<file path="config.mk">
export PLATFORM = sky130hd
export DESIGN_NAME = peak_db_level_meter
export DESIGN_NICKNAME = d
export VERILOG_FILES = /design/src/rtl/pdbm_pkg.sv /design/src/rtl/pdbm_front.sv /design/src/rtl/pdbm_queue.sv /design/src/rtl/pdbm_back.sv /design/src/rtl/peak_db_level_meter.sv
export SDC_FILE = /design/constraint.sdc
export NUM_CORES = 1
export LEC_CHECK = 0
export ABC_AREA = 0
export BUFFER_PORTS_ARGS = -buffer_cell sky130_fd_sc_hd__buf_2
export CORE_AREA = 2 2 289 291
export CTS_CLUSTER_SIZE = 30
export DETAILED_ROUTE_END_ITERATION = 16
export DIE_AREA = 0 0 291 293
export SLEW_MARGIN = 20
export SYNTH_ARGS = -nofsm -noshare
export SYNTH_HDL_FRONTEND = slang
export SYNTH_HIERARCHICAL = 1
export SYNTH_SLANG_ARGS = --single-unit
export TNS_END_PERCENT = 5
</file>
<file path="constraint.sdc">
create_clock -name clk -period 4.7 [get_ports clk]
set_input_delay 0.47 -clock clk [delete_from_list [all_inputs] [get_ports clk]]
set_output_delay 0.47 -clock clk [all_outputs]
set_load 0.005 [all_outputs]
</file>
<file path="src/rtl/pdbm_pkg.sv">
// Shared types, constants and the level threshold table for the peak dB level meter.
`default_nettype none

package pdbm_pkg;

  localparam int DATA_W      = 16;               // sample and peak width
  localparam int LVL_W       = 7;                // meter level width
  localparam int LEVEL_STEPS = 100;              // top of the level scale
  localparam int LVL_CAP     = (LEVEL_STEPS > 127) ? 127 : LEVEL_STEPS;
  localparam int NUM_LVL     = 1 << LVL_W;
  localparam int THR_W       = DATA_W + 1;       // thresholds reach full scale + 1
  localparam int SRCH_STAGES = LVL_W;            // one level bit per stage

  localparam int MID_DEPTH   = 4;
  localparam int MID_AW      = 2;
  localparam int OUT_DEPTH   = 8;                // covers the search pipeline + 1
  localparam int OUT_AW      = 3;

  localparam logic [LVL_W-1:0] RELEASE_RST = 7'd6;

  localparam longint LOG2_FULL_Q16  = 983037;    // log2(32767), Q16
  localparam longint DB_PER_OCT_Q16 = 394566;    // 20*log10(2), Q16
  localparam longint DB_BOTTOM      = 52;
  localparam longint SPAN_DB        = 44;
  localparam int     FULL_SCALE     = 32768;     // largest possible peak
  localparam int     NO_THR         = FULL_SCALE + 1;

  typedef struct packed {
    logic full;
    logic empty;
  } q_stat_t;

  typedef logic [NUM_LVL-1:0][THR_W-1:0] thr_tab_t;

  // log2 in Q16 by repeated squaring of the normalized mantissa
  function automatic logic [31:0] log2_q16(input logic [31:0] v);
    logic [31:0] e;
    logic [63:0] m;
    logic [31:0] frac;
    e    = '0;
    frac = '0;
    for (int i = 0; i < 31; i++) begin
      if ((v >> (i + 1)) != 0) e = 32'(i + 1);
    end
    m = 64'(v) << (30 - e);
    for (int i = 0; i < 16; i++) begin
      m    = (m * m) >> 30;
      frac = frac << 1;
      if (m >= 64'h8000_0000) begin
        m    = m >> 1;
        frac = frac | 32'd1;
      end
    end
    return (e << 16) + frac;
  endfunction

  function automatic int chunk_lvl(input int peak);
    longint d;
    longint num;
    longint lvl;
    if (peak == 0) return 0;
    d   = longint'(log2_q16(32'(peak))) - LOG2_FULL_Q16;
    num = d * DB_PER_OCT_Q16 + (DB_BOTTOM << 32);
    if (num < 0) return 0;
    lvl = (num * LEVEL_STEPS) / (SPAN_DB << 32);
    if (lvl > LVL_CAP) lvl = LVL_CAP;
    return int'(lvl);
  endfunction

  // Smallest peak reaching each level; the level is monotonic in the peak.
  function automatic thr_tab_t build_thr();
    thr_tab_t t;
    int lo;
    int hi;
    int mid;
    int top;
    top = chunk_lvl(FULL_SCALE);
    for (int k = 0; k < NUM_LVL; k++) begin
      if (k == 0) begin
        t[k] = '0;
      end else if (k > top) begin
        t[k] = THR_W'(NO_THR);
      end else begin
        lo = 1;
        hi = FULL_SCALE;
        for (int j = 0; j < 17; j++) begin
          if (lo < hi) begin
            mid = (lo + hi) / 2;
            if (chunk_lvl(mid) >= k) hi = mid;
            else lo = mid + 1;
          end
        end
        t[k] = THR_W'(lo);
      end
    end
    return t;
  endfunction

  localparam thr_tab_t THR_TAB = build_thr();

endpackage

`default_nettype wire

</file>
<file path="src/rtl/pdbm_front.sv">
// Front end: sample magnitude, running chunk peak, hands finished peaks to the queue.
`default_nettype none

module pdbm_front (
  input  wire                                  clk,
  input  wire                                  rst_n,
  input  wire                                  in_push,
  output logic                                 in_full,
  input  wire  signed [pdbm_pkg::DATA_W-1:0]   in_sample,
  input  wire                                  in_is_last,
  input  pdbm_pkg::q_stat_t                    mid_stat,
  output logic                                 mid_push,
  output logic        [pdbm_pkg::DATA_W-1:0]   mid_wdata
);

  logic [pdbm_pkg::DATA_W-1:0] run_peak_r, run_peak_nxt;
  logic [pdbm_pkg::DATA_W-1:0] mag;
  logic [pdbm_pkg::DATA_W-1:0] peak_now;
  logic                        acc;

  // -32768 wraps to 0x8000, read as unsigned 32768
  assign mag      = in_sample[pdbm_pkg::DATA_W-1] ? (~in_sample + 1'b1) : in_sample;
  assign peak_now = (mag > run_peak_r) ? mag : run_peak_r;
  assign in_full  = mid_stat.full;
  assign acc      = in_push && !mid_stat.full;

  assign mid_push  = acc && in_is_last;
  assign mid_wdata = peak_now;

  always_comb begin
    run_peak_nxt = run_peak_r;
    if (acc) begin
      run_peak_nxt = in_is_last ? '0 : peak_now;
    end
  end

  always_ff @(posedge clk) begin
    if (!rst_n) begin
      run_peak_r <= '0;
    end else begin
      run_peak_r <= run_peak_nxt;
    end
  end

endmodule

`default_nettype wire

</file>
<file path="src/rtl/pdbm_queue.sv">
// Small register queue carrying chunk peaks from the front end to the back end.
`default_nettype none

module pdbm_queue (
  input  wire                                clk,
  input  wire                                rst_n,
  input  wire                                push,
  input  wire  [pdbm_pkg::DATA_W-1:0]        wdata,
  input  wire                                pop,
  output logic [pdbm_pkg::DATA_W-1:0]        rdata,
  output pdbm_pkg::q_stat_t                  stat
);

  logic [pdbm_pkg::DATA_W-1:0] mem_r [pdbm_pkg::MID_DEPTH];
  logic [pdbm_pkg::MID_AW-1:0] wr_ptr_r, wr_ptr_nxt;
  logic [pdbm_pkg::MID_AW-1:0] rd_ptr_r, rd_ptr_nxt;
  logic [pdbm_pkg::MID_AW:0]   cnt_r, cnt_nxt;
  logic                        do_push;
  logic                        do_pop;

  assign stat.full  = (cnt_r == (pdbm_pkg::MID_AW+1)'(pdbm_pkg::MID_DEPTH));
  assign stat.empty = (cnt_r == '0);
  assign do_push    = push && !stat.full;
  assign do_pop     = pop && !stat.empty;
  assign rdata      = mem_r[rd_ptr_r];

  always_comb begin
    wr_ptr_nxt = do_push ? wr_ptr_r + 1'b1 : wr_ptr_r;
    rd_ptr_nxt = do_pop  ? rd_ptr_r + 1'b1 : rd_ptr_r;
    cnt_nxt    = cnt_r + (pdbm_pkg::MID_AW+1)'(do_push) - (pdbm_pkg::MID_AW+1)'(do_pop);
  end

  always_ff @(posedge clk) begin
    if (!rst_n) begin
      wr_ptr_r <= '0;
      rd_ptr_r <= '0;
      cnt_r    <= '0;
    end else begin
      wr_ptr_r <= wr_ptr_nxt;
      rd_ptr_r <= rd_ptr_nxt;
      cnt_r    <= cnt_nxt;
    end
  end

  always_ff @(posedge clk) begin
    if (do_push) begin
      mem_r[wr_ptr_r] <= wdata;
    end
  end

endmodule

`default_nettype wire

</file>
<file path="src/rtl/pdbm_back.sv">
// Back end: pipelined level search, meter attack/release and the result queue.
`default_nettype none

module pdbm_back (
  input  wire                                clk,
  input  wire                                rst_n,
  input  wire                                cfg_wr_en,
  input  wire  [pdbm_pkg::LVL_W-1:0]         cfg_wr_data,
  input  pdbm_pkg::q_stat_t                  mid_stat,
  input  wire  [pdbm_pkg::DATA_W-1:0]        mid_rdata,
  output logic                               mid_pop,
  output logic                               out_empty,
  input  wire                                out_pop,
  output logic [pdbm_pkg::LVL_W-1:0]         out_meter_level,
  output logic [pdbm_pkg::DATA_W-1:0]        out_chunk_peak
);

  localparam int NS = pdbm_pkg::SRCH_STAGES;
  localparam int OW = pdbm_pkg::LVL_W + pdbm_pkg::DATA_W;

  // search pipeline
  logic                          st_vld_r  [NS];
  logic [pdbm_pkg::DATA_W-1:0]   st_peak_r [NS];
  logic [pdbm_pkg::LVL_W-1:0]    st_acc_r  [NS];
  logic                          src_vld   [NS];
  logic [pdbm_pkg::DATA_W-1:0]   src_peak  [NS];
  logic [pdbm_pkg::LVL_W-1:0]    src_acc   [NS];
  logic [pdbm_pkg::LVL_W-1:0]    cand      [NS];
  logic [pdbm_pkg::LVL_W-1:0]    acc_nxt   [NS];

  logic [pdbm_pkg::LVL_W-1:0]    rel_r;
  logic [pdbm_pkg::LVL_W-1:0]    level_r, level_nxt;
  logic [pdbm_pkg::LVL_W-1:0]    lvl_fin;

  // result queue with slot reservation
  logic [OW-1:0]                 oq_mem_r [pdbm_pkg::OUT_DEPTH];
  logic [pdbm_pkg::OUT_AW-1:0]   oq_wr_r, oq_rd_r;
  logic [pdbm_pkg::OUT_AW:0]     oq_cnt_r, oq_cnt_nxt;
  logic [pdbm_pkg::OUT_AW:0]     rsv_r, rsv_nxt;
  logic                          oq_push;
  logic                          oq_pop;
  logic                          issue;

  assign oq_pop  = out_pop && !out_empty;
  assign issue   = !mid_stat.empty &&
                   (rsv_r != (pdbm_pkg::OUT_AW+1)'(pdbm_pkg::OUT_DEPTH));
  assign mid_pop = issue;

  // each stage settles one level bit, MSB first
  for (genvar g = 0; g < NS; g++) begin : g_srch
    if (g == 0) begin : g_head
      assign src_vld[g]  = issue;
      assign src_peak[g] = mid_rdata;
      assign src_acc[g]  = '0;
    end else begin : g_body
      assign src_vld[g]  = st_vld_r[g-1];
      assign src_peak[g] = st_peak_r[g-1];
      assign src_acc[g]  = st_acc_r[g-1];
    end
    assign cand[g]    = src_acc[g] | (pdbm_pkg::LVL_W'(1) << (NS - 1 - g));
    assign acc_nxt[g] = (pdbm_pkg::THR_TAB[cand[g]] <= {1'b0, src_peak[g]}) ?
                        cand[g] : src_acc[g];

    always_ff @(posedge clk) begin
      if (!rst_n) begin
        st_vld_r[g] <= 1'b0;
      end else begin
        st_vld_r[g] <= src_vld[g];
      end
    end

    always_ff @(posedge clk) begin
      st_peak_r[g] <= src_peak[g];
      st_acc_r[g]  <= acc_nxt[g];
    end
  end

  // instant attack, release by the configurable release step, floored at zero
  assign lvl_fin = st_acc_r[NS-1];
  assign oq_push = st_vld_r[NS-1];

  always_comb begin
    if (lvl_fin > level_r) begin
      level_nxt = lvl_fin;
    end else if (level_r > rel_r) begin
      level_nxt = level_r - rel_r;
    end else begin
      level_nxt = '0;
    end
  end

  always_ff @(posedge clk) begin
    if (!rst_n) begin
      rel_r   <= pdbm_pkg::RELEASE_RST;
      level_r <= '0;
    end else begin
      if (cfg_wr_en) begin
        rel_r <= cfg_wr_data;
      end
      if (oq_push) begin
        level_r <= level_nxt;
      end
    end
  end

  always_comb begin
    oq_cnt_nxt = oq_cnt_r + (pdbm_pkg::OUT_AW+1)'(oq_push) - (pdbm_pkg::OUT_AW+1)'(oq_pop);
    rsv_nxt    = rsv_r + (pdbm_pkg::OUT_AW+1)'(issue) - (pdbm_pkg::OUT_AW+1)'(oq_pop);
  end

  always_ff @(posedge clk) begin
    if (!rst_n) begin
      oq_wr_r  <= '0;
      oq_rd_r  <= '0;
      oq_cnt_r <= '0;
      rsv_r    <= '0;
    end else begin
      if (oq_push) oq_wr_r <= oq_wr_r + 1'b1;
      if (oq_pop)  oq_rd_r <= oq_rd_r + 1'b1;
      oq_cnt_r <= oq_cnt_nxt;
      rsv_r    <= rsv_nxt;
    end
  end

  always_ff @(posedge clk) begin
    if (oq_push) begin
      oq_mem_r[oq_wr_r] <= {level_nxt, st_peak_r[NS-1]};
    end
  end

  assign out_empty       = (oq_cnt_r == '0);
  assign out_meter_level = oq_mem_r[oq_rd_r][OW-1 -: pdbm_pkg::LVL_W];
  assign out_chunk_peak  = oq_mem_r[oq_rd_r][pdbm_pkg::DATA_W-1:0];

endmodule

`default_nettype wire

</file>
<file path="src/rtl/peak_db_level_meter.sv">
// Top level of the peak dB level meter: front end, chunk queue and back end.
// Throughput: one sample word per cycle while in_full is low; chunk results can
//   also leave one per cycle. A last-of-chunk word goes through the queue hop,
//   seven search stages and one meter/result-queue stage to the result side.
// in_full rises only when the four-entry chunk queue fills, i.e. when results back up.
// Reset (rst_n low, synchronous): queues empty, chunk peak and meter at 0,
//   release_step back to 6.
`default_nettype none

module peak_db_level_meter (
  input  wire                                clk,
  input  wire                                rst_n,
  // sample words
  input  wire                                in_push,
  output logic                               in_full,
  input  wire  signed [pdbm_pkg::DATA_W-1:0] in_sample,
  input  wire                                in_is_last,
  // result words
  output logic                               out_empty,
  input  wire                                out_pop,
  output logic [pdbm_pkg::LVL_W-1:0]         out_meter_level,
  output logic [pdbm_pkg::DATA_W-1:0]        out_chunk_peak,
  // release_step register
  input  wire                                cfg_wr_en,
  input  wire  [pdbm_pkg::LVL_W-1:0]         cfg_wr_data
);

  pdbm_pkg::q_stat_t           mid_stat;
  logic                        mid_push;
  logic                        mid_pop;
  logic [pdbm_pkg::DATA_W-1:0] mid_wdata;
  logic [pdbm_pkg::DATA_W-1:0] mid_rdata;

  // Front end: |sample| and running max; on the last word of a chunk the
  // finished peak goes into the chunk queue and the running max clears.
  pdbm_front u_front (
    .clk        (clk),
    .rst_n      (rst_n),
    .in_push    (in_push),
    .in_full    (in_full),
    .in_sample  (in_sample),
    .in_is_last (in_is_last),
    .mid_stat   (mid_stat),
    .mid_push   (mid_push),
    .mid_wdata  (mid_wdata)
  );

  // Chunk queue decouples sample intake from the level search.
  pdbm_queue u_mid (
    .clk   (clk),
    .rst_n (rst_n),
    .push  (mid_push),
    .wdata (mid_wdata),
    .pop   (mid_pop),
    .rdata (mid_rdata),
    .stat  (mid_stat)
  );

  // Back end: the dB level is found by a binary search of a precomputed
  // threshold table (smallest peak per level), one level bit per stage.
  // A chunk is only issued when a result queue slot is reserved for it,
  // so the search pipeline never has to stall.
  pdbm_back u_back (
    .clk             (clk),
    .rst_n           (rst_n),
    .cfg_wr_en       (cfg_wr_en),
    .cfg_wr_data     (cfg_wr_data),
    .mid_stat        (mid_stat),
    .mid_rdata       (mid_rdata),
    .mid_pop         (mid_pop),
    .out_empty       (out_empty),
    .out_pop         (out_pop),
    .out_meter_level (out_meter_level),
    .out_chunk_peak  (out_chunk_peak)
  );

endmodule

`default_nettype wire

</file>
# Word level (Yosys, flattened, before mapping)

Memories as Yosys holds them, arrays and structs flattened. A register that Yosys moved wholly into a read port is not among the register bits.
Cells that the tools add are included.

Add/subtract/negate cells: 12
$lt $le $gt $ge: 16
Equality and inequality tests: 2
Mux-type cells: 35
Bitwise operators: 8
Reductions and logical operators: 11

Operators with widths:

| operator                                                               | count |
|---|---|
| 17-bit by 16-bit <= comparator with 1-bit output                       | 6 |
| 17-bit 2-to-1 mux                                                      | 6 |
| 7-bit by 8-bit < comparator with 1-bit output, second input constant   | 6 |
| 16-bit 2-to-1 mux                                                      | 3 |
| 7-bit 2-to-1 mux                                                       | 3 |
| 16-bit by 1-bit adder with 16-bit output, second input constant        | 1 |
| 16-bit greater-than comparator                                         | 1 |
| 12-bit by 16-bit <= comparator with 1-bit output, first input constant | 1 |
| 16-bit NOT                                                             | 1 |
| 7-bit greater-than comparator                                          | 2 |
| 1-bit 2-to-1 mux                                                       | 14 |
| 3-bit 2-to-1 mux                                                       | 3 |
| 4-bit by 1-bit adder with 4-bit output                                 | 2 |
| 4-bit by 1-bit subtractor with 4-bit output                            | 2 |
| 1-bit bitwise OR                                                       | 7 |
| 7-bit subtractor                                                       | 1 |
| 3-bit by 1-bit adder with 3-bit output, second input constant          | 2 |
| 1-bit logical AND                                                      | 6 |
| 2-bit 2-to-1 mux                                                       | 3 |
| 6-bit 2-to-1 mux                                                       | 1 |
| 5-bit 2-to-1 mux                                                       | 1 |
| 2-bit by 1-bit adder with 2-bit output, second input constant          | 2 |
| 4-bit logical NOT                                                      | 1 |
| 4-bit 2-to-1 mux                                                       | 1 |
| 6 further kinds                                                        | 8 |

Register bits: 51
Bits in writable memories: 416
ROM bits: 6528
Output and inout bits: 25
Memories kept: 11

Memories:

| name            | depth | width | read ports | clocked after Yosys merged registers in | wr ports | RTL line        | source |
|---|---|---|---|---|---|---|---|
| (no name shown) | 64    | 17    | 1          | 0                                       | 0        | pdbm_back.sv:61 | `assign acc_nxt[g] = (pdbm_pkg::THR_TAB[cand[g]] <= {1'b0, src_peak[g]}) ?` |
| (no name shown) | 64    | 17    | 1          | 0                                       | 0        | pdbm_back.sv:61 |  |
| (no name shown) | 64    | 17    | 1          | 0                                       | 0        | pdbm_back.sv:61 |  |
| (no name shown) | 64    | 17    | 1          | 0                                       | 0        | pdbm_back.sv:61 |  |
| (no name shown) | 64    | 17    | 1          | 0                                       | 0        | pdbm_back.sv:61 |  |
| (no name shown) | 64    | 17    | 1          | 0                                       | 0        | pdbm_back.sv:61 |  |
| 5 more memories | n/a   | n/a   | n/a        | n/a                                     | n/a      | n/a             |  |

# Longest topological paths before layout

Gate-level depths: netlist of run 1.

Depth in word-level cells: 7
Depth in mapped cells: 14
Depth with buffers taken out: 13

# Hierarchy

The synthesis of run 1 kept the hierarchy.

By module, submodules not included:

| module     | instances | cells each | area an instance (um^2) |
|---|---|---|---|
| pdbm_back  | 1         | 1299       | 16130.5 |
| pdbm_queue | 1         | 134        | 2827.7 |
| pdbm_front | 1         | 202        | 1473.9 |

# Worst setup path after synthesis of run 1

OpenSTA, ideal clock, no wires.

Kind: input-to-reg
Start point: in in_sample[6] (netlist bit)
End point: mem u_mid/mem_r[0][11] (netlist bit) (data pin)
Setup time: 0.288 ns
Arrival: 3.554 ns
Data required time: 4.412 ns
Slack: 0.858 ns
Stages on the path: 13
Buffers on the path: 1
Path through: nor4_4 nand2b_2 or4_4 o41ai_2 xor2_1 inv_1 ha_1 and3_1 a221oi_1 o21ai_1 o31ai_2 clkbuf_1 o21ai_0

Word-level cells in the longest chain between the ends: 5

RTL lines:

| what                                     | RTL line                  | source |
|---|---|---|
| start: declaration                       | peak_db_level_meter.sv:16 | `input wire signed [pdbm_pkg::DATA_W-1:0] in_sample,` |
| 16-bit NOT                               | pdbm_front.sv:22          | `assign mag = in_sample[pdbm_pkg::DATA_W-1] ? (~in_sample + 1'b1) : in_sample;` |
| 16-bit by 1-bit adder with 16-bit output | pdbm_front.sv:22          |  |
| 16-bit 2-to-1 mux (*)                    | pdbm_front.sv:22          |  |
| 16-bit greater-than comparator           | pdbm_front.sv:23          | `assign peak_now = (mag > run_peak_r) ? mag : run_peak_r;` |
| 16-bit 2-to-1 mux (*)                    | pdbm_front.sv:23          |  |
| net mid_wdata (one bit)                  | peak_db_level_meter.sv:31 | `logic [pdbm_pkg::DATA_W-1:0] mid_wdata;` |
| end: declaration                         | pdbm_queue.sv:14          | `logic [pdbm_pkg::DATA_W-1:0] mem_r [pdbm_pkg::MID_DEPTH];` |

Mark *: on every way through the listed nets, which the timed path passes. The rest lies on a longest branch.

# Final worst setup path of run 1

Start point: in in_sample[6] (netlist bit)
End point: mem u_mid/mem_r[0][4] (netlist bit) (data pin)

Word-level cells in the longest chain between the ends: 5

RTL lines:

| what                                     | RTL line |
|---|---|
| 16-bit NOT                               | pdbm_front.sv:22 |
| 16-bit by 1-bit adder with 16-bit output | pdbm_front.sv:22 |
| 16-bit 2-to-1 mux (*)                    | pdbm_front.sv:22 |
| 16-bit greater-than comparator (*)       | pdbm_front.sv:23 |
| 16-bit 2-to-1 mux (*)                    | pdbm_front.sv:23 |
| net mid_wdata (one bit)                  | peak_db_level_meter.sv:31 |

Marked as above.

==> results of run 1 <==
-- worst min-delay path: cells and delay by family --
| family | cells | cell delay, ns |
|---|---|---|
| AOI/OAI and AO/OA | 1 | 0.06 |
| and+or+nand+nor | 1 | 0.04 |
| buffers and inverters | 1 | 0.08 |
-- layout by cell type, fill, tap and decap left out, types with 10 or more instances in the layout --
master / count
edfxtp_1: 248
dfxtp_1: 199
inv_1: 166
ha_1: 160
nand2_1: 106
nor2_1: 74
o21ai_0: 67
a21oi_1: 60
mux4_2: 56
buf_2: 53
clkbuf_16: 45
nor2b_1: 40
o21ai_1: 30
and2_1: 27
mux2_2: 24
a211oi_1: 22
nand4_1: 20
nand2b_1: 19
xor2_1: 19
nand3_1: 14
mux2i_1: 14
a21o_1: 14
buf_4: 13
o211ai_1: 12
nor3_1: 12
o22ai_1: 10
-- worst max path at each step --
stage	start	endpoint	slack [ns]	cells after the start
6_report	in_sample[6]	u_mid/mem_r[0][4]$_DFFE_PP_	0.73	14
5_1_grt	in_sample[6]	u_mid/mem_r[3][4]$_DFFE_PP_	0.43	14
4_1_cts	in_sample[6]	u_mid/mem_r[0][4]$_DFFE_PP_	0.79	14
3_5_place_dp	in_sample[6]	u_mid/mem_r[3][4]$_DFFE_PP_	0.24	14
3_3_place_gp	in_sample[6]	u_mid/mem_r[2][2]$_DFFE_PP_	0.35	14
2_1_floorplan	in_sample[6]	u_mid/mem_r[0][11]$_DFFE_PP_	0.86	13
-- state kept, by name (all words and copies together) (netlist names), 4 cells and up, named ones only --
signal / cells
u_back/level_r: 7
u_back/oq_cnt_r: 4
u_back/oq_mem_r: 184
u_back/rel_r: 7
u_back/rsv_r: 4
u_back/st_acc_r: 28
u_back/st_peak_r: 112
u_back/st_vld_r: 7
u_front/run_peak_r: 16
u_mid/mem_r: 64
-- cell type report --
type                            instances  area (µm²)  share of cell area [%]
Inverter                              167         627                    2.69
Sequential cell                       451       11500                    49.4
Multi-Input combinational cell        954        8030                    34.4
Clock buffer                           62        1240                    5.33
Timing Repair Buffer                   66         363                    1.56
Clock inverter                         19         211                   0.906
Tap cell                             1070        1340                    5.74
-- per-stage QoR --
step / cell area (µm²) / std cells / worst slack (ns) / hold WS, ns / total power [mW]
after global routing: 23300 / 2789 / 0.426 / 0.155 / 13.5
after detailed placement: 21900 / 2708 / 0.242 / 0.339 / 9.29
after floorplan: 20400 / 1635 / 0.858 / 0.329 / 8.21
final: 23300 / 2789 / 0.735 / 0.159 / 12.7
after CTS: 23300 / 2789 / 0.787 / 0.135 / 12.8
after global placement: 21900 / 2708 / 0.347 / 0.341 / 9.13
-- per-layer routing --
| metal | share of wire, % | vias to the layer above |
|---|---|---|
| li1 | - | 6051 |
| met5 | 0 | - |
| met2 | 49 | 237 |
| met3 | 3.7 | 64 |
| met4 | 2.2 | 0 |
| met1 | 45 | 6048 |
-- logic make-up (layout without fill, tap and decap cells) --
kind of cell	after synthesis	in the layout	synth area share, %
AOI/OAI and AO/OA	309	309	9.99
xor gates and xnor gates	26	26	1.11
adders and majority gates	164	164	10.2
buffers and inverters	230	314	4.68
DFF	451	451	56.3
muxes	100	100	8.95
and+or+nand+nor	355	355	8.73
-- power by group through the flow --
stage	registers, mW	logic [mW]	clock network, mW
after CTS	5.68	3.54	3.61
after global placement	5.73	3.40	0
after global routing	5.77	4.00	3.76
after floorplan	5.29	2.92	0
after detailed placement	5.77	3.52	0
final	5.67	3.53	3.51
==> impl_metrics.json, run 1 <==
{
  "critPathMaxStageDelay_ns": 0.46,
  "syn_avg_cell_area_um2": 12.5,
  "io_buffers": 53,
  "ios": 54,
  "cts_tree": "built",
  "pwr-share-clk_pct": 27.6,
  "ys_seq_area_share_pct": 56.3,
  "grt-busiest-layer": "met2",
  "r2r_slack_ns": 1.20,
  "antenna_cells": 0,
  "cp_cell_sequence": "buf_2 -> nor4_4 -> nand2b_2 -> or4_4 -> o41ai_2 -> xor2_1 -> inv_1 -> ha_1 -> and3_1 -> a221oi_1 -> o21ai_1 -> o31ai_4 -> buf_4 -> o21ai_0",
  "powerDensity_nw_per_um2": 544,
  "wirelength_um": 41700,
  "hpwl_um": 29000,
  "yosys.area.top_type": "edfxtp_1",
  "reg2reg_to": "u_back/st_acc_r[6][0]$_DFF_P_",
  "power_frac_seq_pct": 44.6,
  "netSwitchingFraction_pct": 32.3,
  "root_buffer": "clkbuf_16",
  "peakVddDrop_uv": 283,
  "fill_cells": 8225,
  "drt_iter0_markers": 710,
  "drc": 0,
  "power_frac_comb_pct": 27.8,
  "path_max_fanout": 20,
  "area_growth_pct": 14.2,
  "cp_data_required_time_ns": 4.94,
  "min_from": "cfg_wr_data[1]",
  "antenna_found_initial": 0,
  "post-cts-setup-buffer-count": 0,
  "synthDistinctLibCells": 89,
  "layout-drive-gt1-share_pct": 14.8,
  "placementRows": 105,
  "synthArstFlopShare_pct": 0,
  "cts_buffer_depth": 3,
  "cts_max_level": 2,
  "p_int_mw": 8.59,
  "cts_resized": 0,
  "die_x_um": 291,
  "slew_headroom_pct": 30.9,
  "reg2reg_depth": 12,
  "setup_viol": 0,
  "grt_overflow_total": 0,
  "grt_max_degree": 44,
  "crit_family": "compound AO/OA/AOI/OAI gates",
  "fmax_mhz": 252,
  "clock_skew_ns": 0.0329,
  "cp-start-kind": "primary input",
  "synth_common_cells": "edfxtp_1 (248), dfxtp_1 (203), inv_1 (164)",
  "use_met3_pct": 1.71,
  "ys_ff_latch": 451,
  "rsz0062_at_grt": "no",
  "synth_fp_nets": 1828,
  "worstMarginPinSlew_ns": 1.04,
  "clock_sinks": 451,
  "finalHoldViolations": 0,
  "worstSetupPathType": "in -> reg",
  "cp.arrival_ns": 4.20,
  "synth_area_leaders": "edfxtp_1 (36%), dfxtp_1 (20%), ha_1 (9.8%)",
  "grt_pass1_vias": 12700,
  "outcome": "completed",
  "tns_ns": 0,
  "grt_use_met2_pct": 16.7,
  "ys_warn_count": 6,
  "cts.clk_slew.worst_paths_ns": 0.05,
  "hold_class": "in -> reg",
  "hold_end": "u_back/rel_r[1]$_SDFFE_PN1P_",
  "yosysMostFrequentCell": "edfxtp_1",
  "fin_crit_sh_pct": 84.4,
  "switching_power_mw": 4.11,
  "routedWlPerCell_um": 15.0,
  "track_usage_pct": 9.63,
  "cts_hold_buffers": 0,
  "crit_buf_inv": 3,
  "synthFlopType": "edfxtp_1",
  "postRouteAntennaNets": 0,
  "place.gp.congestion": 0.860,
  "start_util_pct": 25.0,
  "cts-buffers-inserted": 44,
  "worstHoldPathCells": 3,
  "drv_slew": 0,
  "synth_edf_count": 248,
  "fin_crit_ns": 3.97,
  "r2r-start": "u_back/st_acc_r[5][2]$_DFF_P_",
  "synth.cell_area_um2": 20400,
  "grt_pass1_wl_um": 66700,
  "cp-end-kind": "register",
  "nNetsFinal": 1877,
  "clkLatencyLatePin_ns": 0.56,
  "synth_top_area_share_pct": 36.4,
  "vias": 12400,
  "final_util_pct": 28.5,
  "drt-pass1-iter-count": 5,
  "cp_slowest_cell": "or4_4",
  "fp.dieH_um": 293,
  "die_area_um2": 85300,
  "core_um2": 81800,
  "p_leak_nw": 8.91,
  "vias_per_cell": 4.45,
  "met1_usage_pct": 12.2,
  "max_cap_violations": 0,
  "syn_inst": 1635
}
Note: power is estimated with default switching activity, not from simulation.
==> run 2: changes to the inputs <==
==> constraint.sdc (replaced) <==
create_clock -name clk -period 3.85 [get_ports clk]
set_input_delay 0.385 -clock clk [delete_from_list [all_inputs] [get_ports clk]]
set_output_delay 0.385 -clock clk [all_outputs]
set_load 0.005 [all_outputs]
==> impl_metrics.json, run 2 (synthesized netlist as in run 1, its figures left out) <==
{
  "grt_overflow_total": 0,
  "cts_tree": "built",
  "placementRows": 105,
  "reg2reg_depth": 12,
  "fill_cells": 8246,
  "worstMarginPinSlew_ns": 0.927,
  "area_growth_pct": 15.5,
  "finalPower_mw": 15.6,
  "rsz0062_at_grt": "no",
  "cp_cell_sequence": "buf_2 -> nor4_4 -> nand2b_2 -> or4_4 -> o41ai_2 -> xor2_1 -> inv_1 -> ha_1 -> and3_1 -> a221oi_1 -> o21ai_1 -> o31ai_4 -> buf_4 -> nand2_1 -> o21ai_0",
  "r2r_slack_ns": 0.75,
  "slew_headroom_pct": 37.6,
  "routedWlPerCell_um": 15.2,
  "die_x_um": 291,
  "track_usage_pct": 9.92,
  "fp.dieH_um": 293,
  "p_leak_nw": 9.06,
  "postRouteAntennaNets": 0,
  "drt-pass1-iter-count": 7,
  "cp.depth": 15,
  "fmax_mhz": 287,
  "powerDensity_nw_per_um2": 662,
  "place.gp.congestion": 0.865,
  "outcome": "completed",
  "path_max_fanout": 10,
  "core_um2": 81800,
  "ios": 54,
  "finalHoldViolations": 0,
  "peakVddDrop_uv": 315,
  "cp_data_required_time_ns": 4.14,
  "cp-start-kind": "primary input",
  "clock_skew_ns": 0.0172,
  "die_area_um2": 85300,
  "fin_crit_sh_pct": 90.6,
  "io_buffers": 53,
  "layout-drive-gt1-share_pct": 15.9,
  "clock_sinks": 451,
  "final_common_cell": "edfxtp_1",
  "max_cap_violations": 0,
  "grt_pass1_wl_um": 69100,
  "cp.arrival_ns": 3.78,
  "cts_resized": 0,
  "drc": 0,
  "cts_max_level": 2,
  "hpwl_um": 29800,
  "cts_hold_buffers": 0,
  "root_buffer": "clkbuf_16",
  "post-cts-setup-buffer-count": 0,
  "cp-end-kind": "register",
  "cts_buffer_depth": 3,
  "vias_per_cell": 4.50,
  "start_util_pct": 25.0,
  "placed_cell_area_um2": 22200,
  "cts-buffers-inserted": 44,
  "multi_input_area_um2": 8030,
  "grt_pass1_vias": 13000,
  "r2r-start": "u_back/st_acc_r[5][1]$_DFF_P_",
  "nNetsFinal": 1908,
  "drt_iter0_markers": 814,
  "regArea_um2": 11500,
  "grt_max_degree": 45,
  "reg.largest.list": "u_back/oq_mem_r x184, u_back/st_peak_r x112, u_mid/mem_r x64",
  "vias": 12700,
  "critPathMaxStageDelay_ns": 0.44,
  "top_register": "u_back/oq_mem_r",
  "worstHoldPathCells": 3,
  "worstSetupPathType": "in -> reg",
  "hold_end": "u_back/rel_r[2]$_SDFFE_PN1P_",
  "cp_slowest_cell": "or4_4",
  "wirelength_um": 42700,
  "min_from": "cfg_wr_data[2]",
  "cts.clk_slew.worst_paths_ns": 0.06,
  "fin_area_um2": 23600,
  "antenna_found_initial": 0,
  "antenna_cells": 0,
  "fin_crit_ns": 3.49,
  "crit_family": "compound AO/OA/AOI/OAI gates",
  "final_cell_mix": "edfxtp_1 (248), dfxtp_1 (201), inv_1 (164), ha_1 (160), nand2_1 (106)",
  "hold_class": "in -> reg",
  "largest_reg_flops": 184,
  "clkLatencyLatePin_ns": 0.56,
  "crit_buf_inv": 3,
  "setup_viol": 0,
  "reg2reg_to": "u_back/st_acc_r[6][0]$_DFF_P_",
  "drv_slew": 0
}
## run 2: changes by cell type in the layout (fill, tap and decap cells not counted), moves of 2 or more
cell	delta
buf_4	+27
buf_12	+4
clkbuf_1	+4
clkinv_2	-2
clkinvlp_4	-2
dfxtp_1	+2
dfxtp_2	-2
inv_1	-2
## run 2: metal layers
| metal | vias to the layer above | part of all wire (%) | global-route usage, % |
|---|---|---|---|
| met1 | 6247 | 45 | 12.9 |
| li1 | 6108 | - | - |
| met2 | 276 | 49 | 17.2 |
| met5 | - | 0 | 0 |
| met3 | 58 | 3.9 | 1.59 |
| met4 | 0 | 1.7 | 2.40 |
## run 2: tightest hold or removal path, delay by kind of cell
kind            cells  cell delay, ns
compound gates      1            0.06
buf+inv             1            0.07
simple gates        1            0.05
## run 2: area by class of cell
class                      count  share of cell area, %
clock buffer                  67                   5.48
inverter                     167                   2.66
tap                         1070                   5.67
sequential                   451                   48.8
timing repair buffer          97                   2.74
clock inverter                14                  0.652
multi-input combinational    954                   34.0
## run 2: worst max-delay path by stage
stage                     slack (ns)                                  to    startpoint
final                           0.36        u_mid/mem_r[0][11]$_DFFE_PP_  in_sample[6]
after global routing            0.08        u_mid/mem_r[2][11]$_DFFE_PP_  in_sample[6]
after CTS                       0.39        u_mid/mem_r[2][11]$_DFFE_PP_  in_sample[6]
after detailed placement       -0.20        u_mid/mem_r[0][11]$_DFFE_PP_  in_sample[6]
after global placement         -0.09  u_front/run_peak_r[8]$_SDFFE_PN0P_  in_sample[6]
after floorplan                 0.09        u_mid/mem_r[0][11]$_DFFE_PP_  in_sample[6]
## run 2: where the power goes
| part | switching [mW] | internal (mW) | total (mW) | leakage [nW] |
|---|---|---|---|---|
| clock network | 1.80 | 2.47 | 4.27 | 0.710 |
| registers | 0.755 | 6.03 | 6.79 | 3.92 |
| logic | 2.50 | 2.07 | 4.57 | 4.43 |
| total | 5.05 | 10.6 | 15.6 | 9.06 |
## run 2: metrics by stage
| stage | setup TNS (ns) | cells | hold slack, ns | setup slack, ns | util [%] |
|---|---|---|---|---|---|
| after global placement | -2.92 | 2739 | 0.336 | -0.0889 | 27.1 |
| after global routing | 0 | 2820 | 0.0655 | 0.0845 | 28.8 |
| final | 0 | 2820 | 0.0641 | 0.363 | 28.8 |
| after CTS | 0 | 2820 | 0.0431 | 0.387 | 28.8 |
| after floorplan | 0 | 1635 | 0.329 | 0.0928 | - |
| after detailed placement | -10.97 | 2739 | 0.340 | -0.199 | 27.1 |
